==> src/hdl/nprr_pkg.sv <==
// Shared types and codes of the note press/release recorder.
package nprr_pkg;

  // Input word kinds
  typedef enum logic [1:0] {
    KIND_START   = 2'd0,
    KIND_PRESS   = 2'd1,
    KIND_RELEASE = 2'd2,
    KIND_STOP    = 2'd3
  } kind_t;

  // Result word operations
  typedef enum logic [2:0] {
    OP_START_TIME    = 3'd0,
    OP_APPEND_OFFSET = 3'd1,
    OP_NEW_ENTRY     = 3'd2,
    OP_SET_RELEASE   = 3'd3,
    OP_STOPPED       = 3'd4,
    OP_HELD_FULL     = 3'd5
  } op_t;

  // Controller states
  typedef enum logic [2:0] {
    ST_IDLE,
    ST_DECODE,
    ST_SEARCH,
    ST_SHIFT,
    ST_STOP
  } state_t;

  // Commands from controller to datapath
  typedef struct packed {
    logic latch;
    logic do_start;
    logic do_press;
    logic scan;
    logic shift_wr;
    logic dec_held;
    logic stop_clr;
    logic emit;
    op_t  op;
    logic last;
  } cmd_t;

  // Status from datapath to controller
  typedef struct packed {
    kind_t kind;
    logic  recording;
    logic  active;
    logic  held_full;
    logic  pattern_full;
    logic  existing_zero;
    logic  match;
    logic  pend;
    logic  scan_done;
  } status_t;

endpackage

==> src/hdl/nprr_ram.sv <==
// Generic single-write, single-read RAM with registered read data.
module nprr_ram #(
  parameter int WIDTH = 8,
  parameter int DEPTH = 16,
  localparam int AW = (DEPTH > 1) ? $clog2(DEPTH) : 1
) (
  input  logic             clk,
  input  logic             wr_en,
  input  logic [AW-1:0]    wr_addr,
  input  logic [WIDTH-1:0] wr_data,
  input  logic             rd_en,
  input  logic [AW-1:0]    rd_addr,
  output logic [WIDTH-1:0] rd_data
);

  logic [WIDTH-1:0] mem [DEPTH];
  logic [WIDTH-1:0] rd_data_r;

  // Write port and registered read port
  always_ff @(posedge clk) begin
    if (wr_en) begin
      mem[wr_addr] <= wr_data;
    end
    if (rd_en) begin
      rd_data_r <= mem[rd_addr];
    end
  end

  assign rd_data = rd_data_r;

endmodule

==> src/hdl/nprr_ctrl.sv <==
// Sequencing state machine of the note press/release recorder.
module nprr_ctrl
  import nprr_pkg::*;
(
  input  logic    clk,
  input  logic    rst_n,
  input  logic    start,
  output logic    busy,
  input  status_t status,
  output cmd_t    cmd
);

  state_t state_r, state_nxt;

  // State register
  always_ff @(posedge clk) begin
    if (!rst_n) begin
      state_r <= ST_IDLE;
    end else begin
      state_r <= state_nxt;
    end
  end

  // Next state and commands
  always_comb begin
    state_nxt = state_r;
    cmd       = '0;
    cmd.op    = OP_START_TIME;
    busy      = (state_r != ST_IDLE);
    case (state_r)
      ST_IDLE: begin
        if (start) begin
          cmd.latch = 1'b1;
          state_nxt = ST_DECODE;
        end
      end
      ST_DECODE: begin
        state_nxt = ST_IDLE;
        case (status.kind)
          KIND_START: begin
            cmd.do_start = 1'b1;
            cmd.emit     = 1'b1;
            cmd.last     = 1'b1;
            cmd.op       = status.existing_zero ? OP_START_TIME : OP_APPEND_OFFSET;
          end
          KIND_PRESS: begin
            if (status.recording) begin
              if (status.held_full) begin
                cmd.emit = 1'b1;
                cmd.last = 1'b1;
                cmd.op   = OP_HELD_FULL;
              end else if (!status.pattern_full) begin
                cmd.do_press = 1'b1;
                cmd.emit     = 1'b1;
                cmd.last     = 1'b1;
                cmd.op       = OP_NEW_ENTRY;
              end
            end
          end
          KIND_RELEASE: begin
            if (status.recording) begin
              state_nxt = ST_SEARCH;
            end
          end
          KIND_STOP: begin
            if (status.active) begin
              state_nxt = ST_STOP;
            end
          end
          default: state_nxt = ST_IDLE;
        endcase
      end
      ST_SEARCH: begin
        // Walk held entries oldest first until the pitch matches
        cmd.scan = 1'b1;
        if (status.match) begin
          cmd.emit  = 1'b1;
          cmd.last  = 1'b1;
          cmd.op    = OP_SET_RELEASE;
          state_nxt = ST_SHIFT;
        end else if (status.scan_done) begin
          state_nxt = ST_IDLE;
        end
      end
      ST_SHIFT: begin
        // Close the gap left by the released entry
        cmd.scan     = 1'b1;
        cmd.shift_wr = 1'b1;
        if (status.scan_done) begin
          cmd.dec_held = 1'b1;
          state_nxt    = ST_IDLE;
        end
      end
      ST_STOP: begin
        // Release every held entry, then report stopped
        cmd.scan = 1'b1;
        if (status.pend) begin
          cmd.emit = 1'b1;
          cmd.op   = OP_SET_RELEASE;
        end else if (status.scan_done) begin
          cmd.emit     = 1'b1;
          cmd.last     = 1'b1;
          cmd.op       = OP_STOPPED;
          cmd.stop_clr = 1'b1;
          state_nxt    = ST_IDLE;
        end
      end
      default: state_nxt = ST_IDLE;
    endcase
  end

endmodule

==> src/hdl/nprr_dpath.sv <==
// Datapath of the note press/release recorder: state, held table and result register.
module nprr_dpath
  import nprr_pkg::*;
#(
  parameter int PATTERN_DEPTH = 256,
  parameter int MAX_HELD = 16
) (
  input  logic        clk,
  input  logic        rst_n,
  input  cmd_t        cmd,
  output status_t     status,
  input  logic [1:0]  in_kind,
  input  logic [6:0]  in_pitch,
  input  logic [31:0] in_now,
  input  logic [8:0]  in_step_limit,
  input  logic [8:0]  in_existing_count,
  input  logic [31:0] in_existing_last_release,
  output logic        out_strobe,
  output logic [2:0]  out_op,
  output logic [7:0]  out_slot,
  output logic [6:0]  out_note_pitch,
  output logic [31:0] out_instant,
  output logic        out_last
);

  localparam int CW = $clog2(PATTERN_DEPTH + 1);
  localparam int SW = $clog2(PATTERN_DEPTH);
  localparam int HW = $clog2(MAX_HELD + 1);
  localparam int IW = (MAX_HELD > 1) ? $clog2(MAX_HELD) : 1;
  localparam int EW = SW + 7;

  // Latched input word
  kind_t       kind_r;
  logic [6:0]  pitch_r;
  logic [31:0] now_r;
  logic [8:0]  limit_in_r;
  logic [8:0]  existing_r;
  logic [31:0] last_rel_r;

  // Recorder state
  logic          active_r;
  logic [CW-1:0] entry_count_r;
  logic [8:0]    limit_r;
  logic [31:0]   offset_r;
  logic [HW-1:0] held_count_r;

  // Walk over the held table
  logic [HW-1:0] idx_r;
  logic [HW-1:0] pend_idx_r;
  logic [HW-1:0] shift_dst;
  logic          pend_r;
  logic          rd_issue;

  // Result register
  logic        strobe_r;
  op_t         op_r;
  logic [7:0]  slot_r;
  logic [6:0]  note_pitch_r;
  logic [31:0] instant_r;
  logic        last_r;
  logic [7:0]  slot_nxt;
  logic [6:0]  note_pitch_nxt;
  logic [31:0] instant_nxt;

  // Held table port signals
  logic          wr_en;
  logic [IW-1:0] wr_addr;
  logic [EW-1:0] wr_data;
  logic [EW-1:0] rd_data;
  logic [SW-1:0] rd_slot;
  logic [6:0]    rd_pitch;

  logic [CW-1:0] existing_clamped;
  logic [31:0]   occupancy;
  logic          recording;

  assign rd_slot  = rd_data[EW-1:7];
  assign rd_pitch = rd_data[6:0];

  // Clamp the existing count to the pattern depth
  assign existing_clamped = (32'(existing_r) > 32'(PATTERN_DEPTH)) ?
                            CW'(PATTERN_DEPTH) : CW'(existing_r);

  // Recording while started and below the step limit (a limit of zero means no limit)
  assign occupancy = 32'(entry_count_r) + 32'(held_count_r);
  assign recording = active_r && ((limit_r == 9'd0) || (occupancy < 32'(limit_r)));

  assign rd_issue  = cmd.scan && (idx_r < held_count_r);
  assign shift_dst = pend_idx_r - HW'(1);

  // Press appends at the top of the table; a shift moves one entry down
  always_comb begin
    wr_en   = 1'b0;
    wr_addr = held_count_r[IW-1:0];
    wr_data = {entry_count_r[SW-1:0], pitch_r};
    if (cmd.do_press) begin
      wr_en = 1'b1;
    end else if (cmd.shift_wr && pend_r) begin
      wr_en   = 1'b1;
      wr_addr = shift_dst[IW-1:0];
      wr_data = rd_data;
    end
  end

  nprr_ram #(
    .WIDTH(EW),
    .DEPTH(MAX_HELD)
  ) u_held (
    .clk    (clk),
    .wr_en  (wr_en),
    .wr_addr(wr_addr),
    .wr_data(wr_data),
    .rd_en  (rd_issue),
    .rd_addr(idx_r[IW-1:0]),
    .rd_data(rd_data)
  );

  // Capture the input word
  always_ff @(posedge clk) begin
    if (cmd.latch) begin
      kind_r     <= kind_t'(in_kind);
      pitch_r    <= in_pitch;
      now_r      <= in_now;
      limit_in_r <= in_step_limit;
      existing_r <= in_existing_count;
      last_rel_r <= in_existing_last_release;
    end
  end

  // Recorder state updates
  always_ff @(posedge clk) begin
    if (!rst_n) begin
      active_r      <= 1'b0;
      entry_count_r <= '0;
      limit_r       <= '0;
      offset_r      <= '0;
      held_count_r  <= '0;
    end else begin
      if (cmd.do_start) begin
        active_r      <= 1'b1;
        entry_count_r <= existing_clamped;
        limit_r       <= limit_in_r;
        held_count_r  <= '0;
        offset_r      <= (existing_r == 9'd0) ? 32'd0 : now_r - last_rel_r;
      end
      if (cmd.do_press) begin
        held_count_r  <= held_count_r + HW'(1);
        entry_count_r <= entry_count_r + CW'(1);
      end
      if (cmd.dec_held) begin
        held_count_r <= held_count_r - HW'(1);
      end
      if (cmd.stop_clr) begin
        held_count_r <= '0;
        active_r     <= 1'b0;
      end
    end
  end

  // Advance the walk index and track read data in flight
  always_ff @(posedge clk) begin
    if (!rst_n) begin
      pend_r <= 1'b0;
    end else begin
      pend_r <= rd_issue && !cmd.latch;
    end
  end

  always_ff @(posedge clk) begin
    if (cmd.latch) begin
      idx_r <= '0;
    end else if (rd_issue) begin
      idx_r <= idx_r + HW'(1);
    end
    pend_idx_r <= idx_r;
  end

  // Result word fields for the operation being emitted
  always_comb begin
    slot_nxt       = 8'd0;
    note_pitch_nxt = 7'd0;
    instant_nxt    = now_r;
    case (cmd.op)
      OP_APPEND_OFFSET: instant_nxt = now_r - last_rel_r;
      OP_NEW_ENTRY: begin
        slot_nxt       = 8'(entry_count_r);
        note_pitch_nxt = pitch_r;
        instant_nxt    = now_r - offset_r;
      end
      OP_SET_RELEASE: begin
        slot_nxt       = 8'(rd_slot);
        note_pitch_nxt = rd_pitch;
        // Stop releases at raw time
        instant_nxt    = (kind_r == KIND_STOP) ? now_r : now_r - offset_r;
      end
      OP_HELD_FULL: note_pitch_nxt = pitch_r;
      default: instant_nxt = now_r;
    endcase
  end

  // Result word register
  always_ff @(posedge clk) begin
    if (!rst_n) begin
      strobe_r <= 1'b0;
    end else begin
      strobe_r <= cmd.emit;
    end
  end

  always_ff @(posedge clk) begin
    if (cmd.emit) begin
      op_r         <= cmd.op;
      last_r       <= cmd.last;
      slot_r       <= slot_nxt;
      note_pitch_r <= note_pitch_nxt;
      instant_r    <= instant_nxt;
    end
  end

  assign out_strobe     = strobe_r;
  assign out_op         = op_r;
  assign out_slot       = slot_r;
  assign out_note_pitch = note_pitch_r;
  assign out_instant    = instant_r;
  assign out_last       = last_r;

  // Status towards the controller
  always_comb begin
    status               = '0;
    status.kind          = kind_r;
    status.recording     = recording;
    status.active        = active_r;
    status.held_full     = (32'(held_count_r) >= 32'(MAX_HELD));
    status.pattern_full  = (32'(entry_count_r) >= 32'(PATTERN_DEPTH));
    status.existing_zero = (existing_r == 9'd0);
    status.match         = pend_r && (rd_pitch == pitch_r);
    status.pend          = pend_r;
    status.scan_done     = !pend_r && (idx_r >= held_count_r);
  end

endmodule

==> src/hdl/note_press_release_recorder_top.sv <==
// Top level of the note press/release recorder.
//
//  channel   handshake                 payload
//  input     start / busy              in_kind, in_pitch, in_now, in_step_limit,
//                                      in_existing_count, in_existing_last_release
//  result    out_strobe (one cycle)    out_op, out_slot, out_note_pitch,
//                                      out_instant, out_last
//
// A word is taken when start is high and busy is low; results are registered
// and follow in the cycle after the controller produces them. A release walks the
// held table one entry a cycle and, on a pitch match, then closes the gap; a stop
// walks it too, releasing every held entry. The held table RAM has a single read
// port, so each walk reads one entry at a time.
// Reset is synchronous, active low; the held table needs no clearing.
// Results cannot be stalled: out_strobe marks each result for one cycle.
module note_press_release_recorder_top
  import nprr_pkg::*;
#(
  parameter int PATTERN_DEPTH = 256,
  parameter int MAX_HELD = 16
) (
  input  logic        clk,
  input  logic        rst_n,
  input  logic        start,
  output logic        busy,
  input  logic [1:0]  in_kind,
  input  logic [6:0]  in_pitch,
  input  logic [31:0] in_now,
  input  logic [8:0]  in_step_limit,
  input  logic [8:0]  in_existing_count,
  input  logic [31:0] in_existing_last_release,
  output logic        out_strobe,
  output logic [2:0]  out_op,
  output logic [7:0]  out_slot,
  output logic [6:0]  out_note_pitch,
  output logic [31:0] out_instant,
  output logic        out_last
);

  cmd_t    cmd;
  status_t status;

  nprr_ctrl u_ctrl (
    .clk   (clk),
    .rst_n (rst_n),
    .start (start),
    .busy  (busy),
    .status(status),
    .cmd   (cmd)
  );

  nprr_dpath #(
    .PATTERN_DEPTH(PATTERN_DEPTH),
    .MAX_HELD     (MAX_HELD)
  ) u_dpath (
    .clk                     (clk),
    .rst_n                   (rst_n),
    .cmd                     (cmd),
    .status                  (status),
    .in_kind                 (in_kind),
    .in_pitch                (in_pitch),
    .in_now                  (in_now),
    .in_step_limit           (in_step_limit),
    .in_existing_count       (in_existing_count),
    .in_existing_last_release(in_existing_last_release),
    .out_strobe              (out_strobe),
    .out_op                  (out_op),
    .out_slot                (out_slot),
    .out_note_pitch          (out_note_pitch),
    .out_instant             (out_instant),
    .out_last                (out_last)
  );

endmodule
==> config.mk <==
export PLATFORM = sky130hd
export DESIGN_NAME = note_press_release_recorder_top
export DESIGN_NICKNAME = d
export VERILOG_FILES = /design/src/hdl/nprr_pkg.sv /design/src/hdl/nprr_ram.sv /design/src/hdl/nprr_ctrl.sv /design/src/hdl/nprr_dpath.sv /design/src/hdl/note_press_release_recorder_top.sv
export SDC_FILE = /design/constraint.sdc
export NUM_CORES = 1
export LEC_CHECK = 0
export ABC_AREA = 1
export BUFFER_PORTS_ARGS = -buffer_cell sky130_fd_sc_hd__buf_4
export CAP_MARGIN = 20
export CORE_MARGIN = 5
export CORE_UTILIZATION = 60
export DETAILED_ROUTE_END_ITERATION = 6
export GPL_ROUTABILITY_DRIVEN = 1
export PLACE_DENSITY = 0.76
export REMOVE_ABC_BUFFERS = 1
export SYNTH_ARGS = -nofsm -noshare
export SYNTH_HDL_FRONTEND = slang
export SYNTH_HIERARCHICAL = 1
export SYNTH_SLANG_ARGS = --single-unit
export TNS_END_PERCENT = 5
==> constraint.sdc <==
create_clock -name clk -period 10.3 [get_ports clk]
set_clock_uncertainty 0.15 [all_clocks]
set_input_delay 0 -clock clk [delete_from_list [all_inputs] [get_ports clk]]
set_output_delay 0 -clock clk [all_outputs]
set_load 0.05 [all_outputs]
Word level (Yosys, flattened, before mapping):

Memory sizes are Yosys's and may differ from the RTL's. A register that Yosys moved wholly into a read port is not among the register bits.
Index checks and enable logic that the tools add are counted.
Widths: inputs -> output; s select.

* word-level logic and storage cells: 121
* memory bits (read-only): 0
* output and inout bits: 53
* bits of input ports: 94
* register bits: 212
* latch bits: 0
* memories: 1
* RAM bits: 240

Memory list
* u_dpath.u_held.mem: depth 16, bits a word 15, read ports 1, clocked after memory_dff 1, wr ports 1, RTL line nprr_ram.sv:16 `logic [WIDTH-1:0] mem [DEPTH];`

* div/mod/pow operators: 0
* mux-type cells: 50
* magnitude comparators: 6
* multiply operators: 0
* bitwise logic cells: 1
* reductions and logical operators: 20
* shift-type cells: 0
* $add $sub $neg: 8
* eq/ne operators: 14

Operator list (count)
* $pmux 32 s3: 1
* $mux 32: 2
* $sub 32x32->32: 2
* $mux 5: 7
* $lt 32x9->1: 1
* $mux 15: 2
* $mux 9: 3
* $logic_not 9->1: 2
* $mux 1: 17
* $pmux 8 s2: 1
* $mux 3: 5
* $pmux 3 s5: 1
* $pmux 5 s3: 1
* $pmux 7 s2: 1
* $eq 3x2->1 const B: 4
* $mux 4: 3
* $add 5x1->5 const B: 2
* $add 9x5->10: 1
* $pmux 5 s2: 1
* $add 9x1->9 const B: 1
* $ge 9x9->1 const B: 1
* $gt 9x9->1 const B: 1
* $eq 7x7->1: 1
* $eq 3x1->1 const B: 2
* other kinds (23): 36

Depth between registers and ports, before layout:

* depth after elaboration: 10
* depth in mapped cells: 33
* depth with buffers taken out: 31

Modules after synthesis:

The synthesis kept the hierarchy.

Modules (own cells, without submodules)
* nprr_dpath: area an instance 13734.4 µm², instances 1, cells each 1880, seq. area each 5605.4 µm²
* nprr_ram: area an instance 10761.6 µm², instances 1, cells each 1009, seq. area each 7657.3 µm²
* nprr_ctrl: area an instance 349.1 µm², instances 1, cells each 68, seq. area each 60.1 µm²

Worst setup path before layout:

OpenSTA, ideal clock, no wires.

* kind: register to register
* from: register u_ctrl.state_r[0]
* to: register u_dpath.idx_r[0]
* required time: 10.026 ns
* setup slack: 4.516 ns
* data arrival time: 5.510 ns
* period minus slack after synthesis: 5.784 ns
* buffers on the path: 0
* cell stages (with the launch flop): 7
* setup time: 0.124 ns
* cells stage by stage: dfxtp_1 > nor2_4 > nand2_1 > nor2_1 > inv_1 > o21ai_0 > a21oi_1

RTL lines
* start: declaration: RTL line nprr_ctrl.sv:13 `state_t state_r, state_nxt;`
* start signal: assignment: RTL line nprr_ctrl.sv:20 `state_r <= state_nxt;`
* end signal: assignment: RTL line nprr_dpath.sv:173 `idx_r <= idx_r + HW'(1);`
* end: declaration: RTL line nprr_dpath.sv:48 `logic [HW-1:0] idx_r;`

==> reports/metrics.yaml <==
status:
  outcome: "complete, no violations"
sta:
  hold_viol: 0
  setup_violations: 0
  post-route-period-util_pct: 59.7
  fin_crit_ns: 6.15
  rsz0062_at_grt: "false"
  tightest_slew_ns: 1.05
  hold_slack_ns: 0.0245
  slew_violations: 0
  relSlewSlack_pct: 29.8
  clock.fmax_mhz: 163
  setup_tns_ns: 0
yosys:
  yosysWarnings: 6
  seq_area_frac_synth_pct: 53.6
  ys_ff_latch: 467
  netlist_instances: 2957
  synth_cell_types: 48
  ys.flop_type: "edfxtp_1"
  async_reset_ff_share_pct: 0
  syn_area_mm2: 0.0248
  synth-edff-count: 397
  synth_area_per_cell_um2: 8.40
layout:
  fill_cells: 2979
  multi_input_area_mm2: 0.00904
  drive_above_1_share_pct: 9.96
  register_area_mm2: 0.0133
  syn2layout_area_growth_pct: 21.7
  num-nets-final: 3488
  diodes: 0
detailed_routing:
  dr.max_layer_used: "met4"
  drt-total-wl_um: 73600
  met3_length_um: 4960
  post_drt_wl_per_cell_um: 19.0
  first_iter_violations: 2299
  drt-met1-wl_um: 26900
  vias: 21500
  drtPass1Iterations: 6
  antenna_left: 0
  drcViolationCount: 0
  wl_met2_um: 36500
  via_per_inst: 5.55
pwr:
  clockPowerShare_pct: 41.1
  p_switching_w: 0.00116
  intPower_w: 0.00338
  ir_drop_mv: 0.158
  power_frac_comb_pct: 12.2
  powerDensity_mw_per_mm2: 150
  seqPwrFrac_pct: 46.7
  power.total_w: 0.00454
  p_leak_nw: 13.6
  swShare_pct: 25.6
floorplanning:
  coreArea_mm2: 0.0409
  num_rows: 74
  die-area_mm2: 0.0456
  dieWidth_um: 213
  die_y_um: 213
  start_util_pct: 60.7
  io-pin-count: 147
critical_path:
  rrSetupSlack_ns: 4.15
  crit_buf_inv: 6
  path_delay_family: "simple AND/OR/NAND/NOR gates"
  reg2reg_depth: 24
  cpMaxStageDelayCell: "nor2_1"
  cp.arrival_ns: 6.33
  worst-path-max-fanout: 33
  cp_cell_sequence: "inv_1 > fa_1 > o21ai_0 > nand2_1 > a21oi_1 > xor2_1 > inv_1 > ha_1 > inv_1 > nor3_1 > nand2_1 > o311ai_0 > nand2_1 > nand2_1 > a21oi_1 > nand3_1 > nor2_1 > nor2_2 > buf_4 > inv_1 > o21ai_0 > nand3b_1 > nor2_1 > buf_6"
  cp.depth: 24
  startpoint_type: "flop"
  worst_setup_path_end_kind: "flop"
  required_ns: 10.48
  reg2reg_to: "u_dpath/u_held/mem[10][0]"
  criticalPathCategory: "flop to flop"
  slowest_delay_ns: 0.79
  timing.rr.start: "u_dpath/held_count_r[1]"
  crit_end: "u_dpath/u_held/mem[10][0]"
  critPathLaunch: "u_dpath/held_count_r[1]"
global_routing:
  grt_pass1_vias: 21700
  grt_max_degree: 100
  overflow: 0
  grt_use_total_pct: 32.1
  grt_pass1_wl_um: 114000
  antenna_found_initial: 0
clocking:
  clk_latency_ns: 0.63
  cts_buffers: 50
  clk_pin_slew_ns: 0.06
  clock_path_buffers: 3
  cts_resized: 0
  tritoncts: "yes"
  clock_sinks: 467
  cts.htree.levels: 2
  cts-root-buf: "clkbuf_16"
  cts_setup_buffers: 0
placed_design:
  port-buffer-count: 146
  hpwl_um: 48400
  place.gp.congestion: 0.978
run:
  drv_cap: 0
worst_hold_path:
  hold_class: "input pin to flop"
[metal layers]
layer | GRT usage, % | vias up
li1 | - | 10200
met2 | 56.1 | 1087
met3 | 3.96 | 282
met5 | 0 | -
met4 | 20.2 | 0
met1 | 37.8 | 9927
[cell usage after synthesis (21+ instances only)]
cell type,instances,area share (%)
a21oi_1,130,2.6
buf_2,38,0.77
inv_1,549,8.3
ha_1,87,4.4
o21ai_0,85,1.7
dfxtp_1,70,5.6
xor2_1,21,0.74
nand2_1,902,14
clkbuf_1,32,0.48
nand3_1,329,6.6
nor2_1,136,2.1
edfxtp_1,397,48
nand4_1,25,0.63
[how the worst min path moves through the flow]
stage / from / to / slack, ns / cells past startpoint
finish: in_existing_last_release[21] / u_dpath/last_rel_r[21] / 0.02 / 2
global route: in_existing_last_release[21] / u_dpath/last_rel_r[21] / 0.02 / 2
CTS: in_existing_last_release[21] / u_dpath/last_rel_r[21] / 0.003 / 2
detailed placement: in_existing_last_release[16] / u_dpath/last_rel_r[16] / 0.03 / 1
global placement: in_pitch[1] / u_dpath/pitch_r[1] / 0.03 / 1
floorplan: rst_n / u_dpath/out_strobe / -0.06 / 2
[registers in the layout, indices dropped and copies added (netlist names), 9 cells and up]
name,flops
u_dpath/out_instant,32
u_dpath/existing_r,9
u_dpath/u_held/mem,240
u_dpath/offset_r,32
u_dpath/limit_r,9
u_dpath/entry_count_r,9
u_dpath/now_r,32
u_dpath/last_rel_r,32
u_dpath/limit_in_r,9
u_dpath/u_held/rd_data,15
[per-stage QoR]
stage,std cells,area (µm²),util [%],setup WS (ns)
4_1_cts,3872,30100,73.7,4.12
6_report,3877,30200,73.9,4.15
3_3_place_gp,3591,26500,64.8,4.25
2_1_floorplan,2876,24500,-,4.50
3_5_place_dp,3596,26600,65.0,4.13
5_1_grt,3877,30200,73.9,3.59
[power by group through the flow]
stage | registers [W] | logic, W | clock network, W
3_3_place_gp | 0.00216 | 0.000465 | 0
3_5_place_dp | 0.00216 | 0.000475 | 0
5_1_grt | 0.00212 | 0.000605 | 0.00198
2_1_floorplan | 0.00217 | 0.000304 | 0
6_report | 0.00212 | 0.000552 | 0.00187
4_1_cts | 0.00212 | 0.000532 | 0.00189
[timing repair]
action	4_1_cts	5_1_grt
hold endpoints to repair	129	0
endpoints found under the setup margin	0	0
hold buffers	183	0
[layout by cell type, fill, tap and decap left out, types with 15 or more instances in the layout]
cell type      instances
dlygate4sd3_1        183
nand3_1              329
nand4_1               25
nor2_1               133
clkbuf_16             50
xor2_1                21
buf_4                187
a21oi_1              130
o21ai_1               20
dfxtp_1               68
edfxtp_1             397
inv_2                 15
nand2_1              901
ha_1                  87
inv_1                549
o21ai_0               72
[cell families after synthesis]
kind of cell               after synthesis  share of synthesized area [%]
buffers and inverters                  646                           10.1
and+or+nand+nor                       1460                           24.8
AOI/OAI and AO/OA                      265                           5.83
DFF                                    467                           53.6
xor gates and xnor gates                29                           1.02
adders and majority gates               90                           4.62
[area by class of cell]
| class | instances | area share, % |
|---|---|---|
| clock buffers | 53 | 4.18 |
| multi-input cells | 1844 | 29.9 |
| clock inverters | 40 | 1.52 |
| repair buffers | 376 | 11.1 |
| inverters | 565 | 7.02 |
| well taps | 532 | 2.20 |
| flip-flops and latches | 467 | 44.1 |
Power figures use the tool's default switching activity.
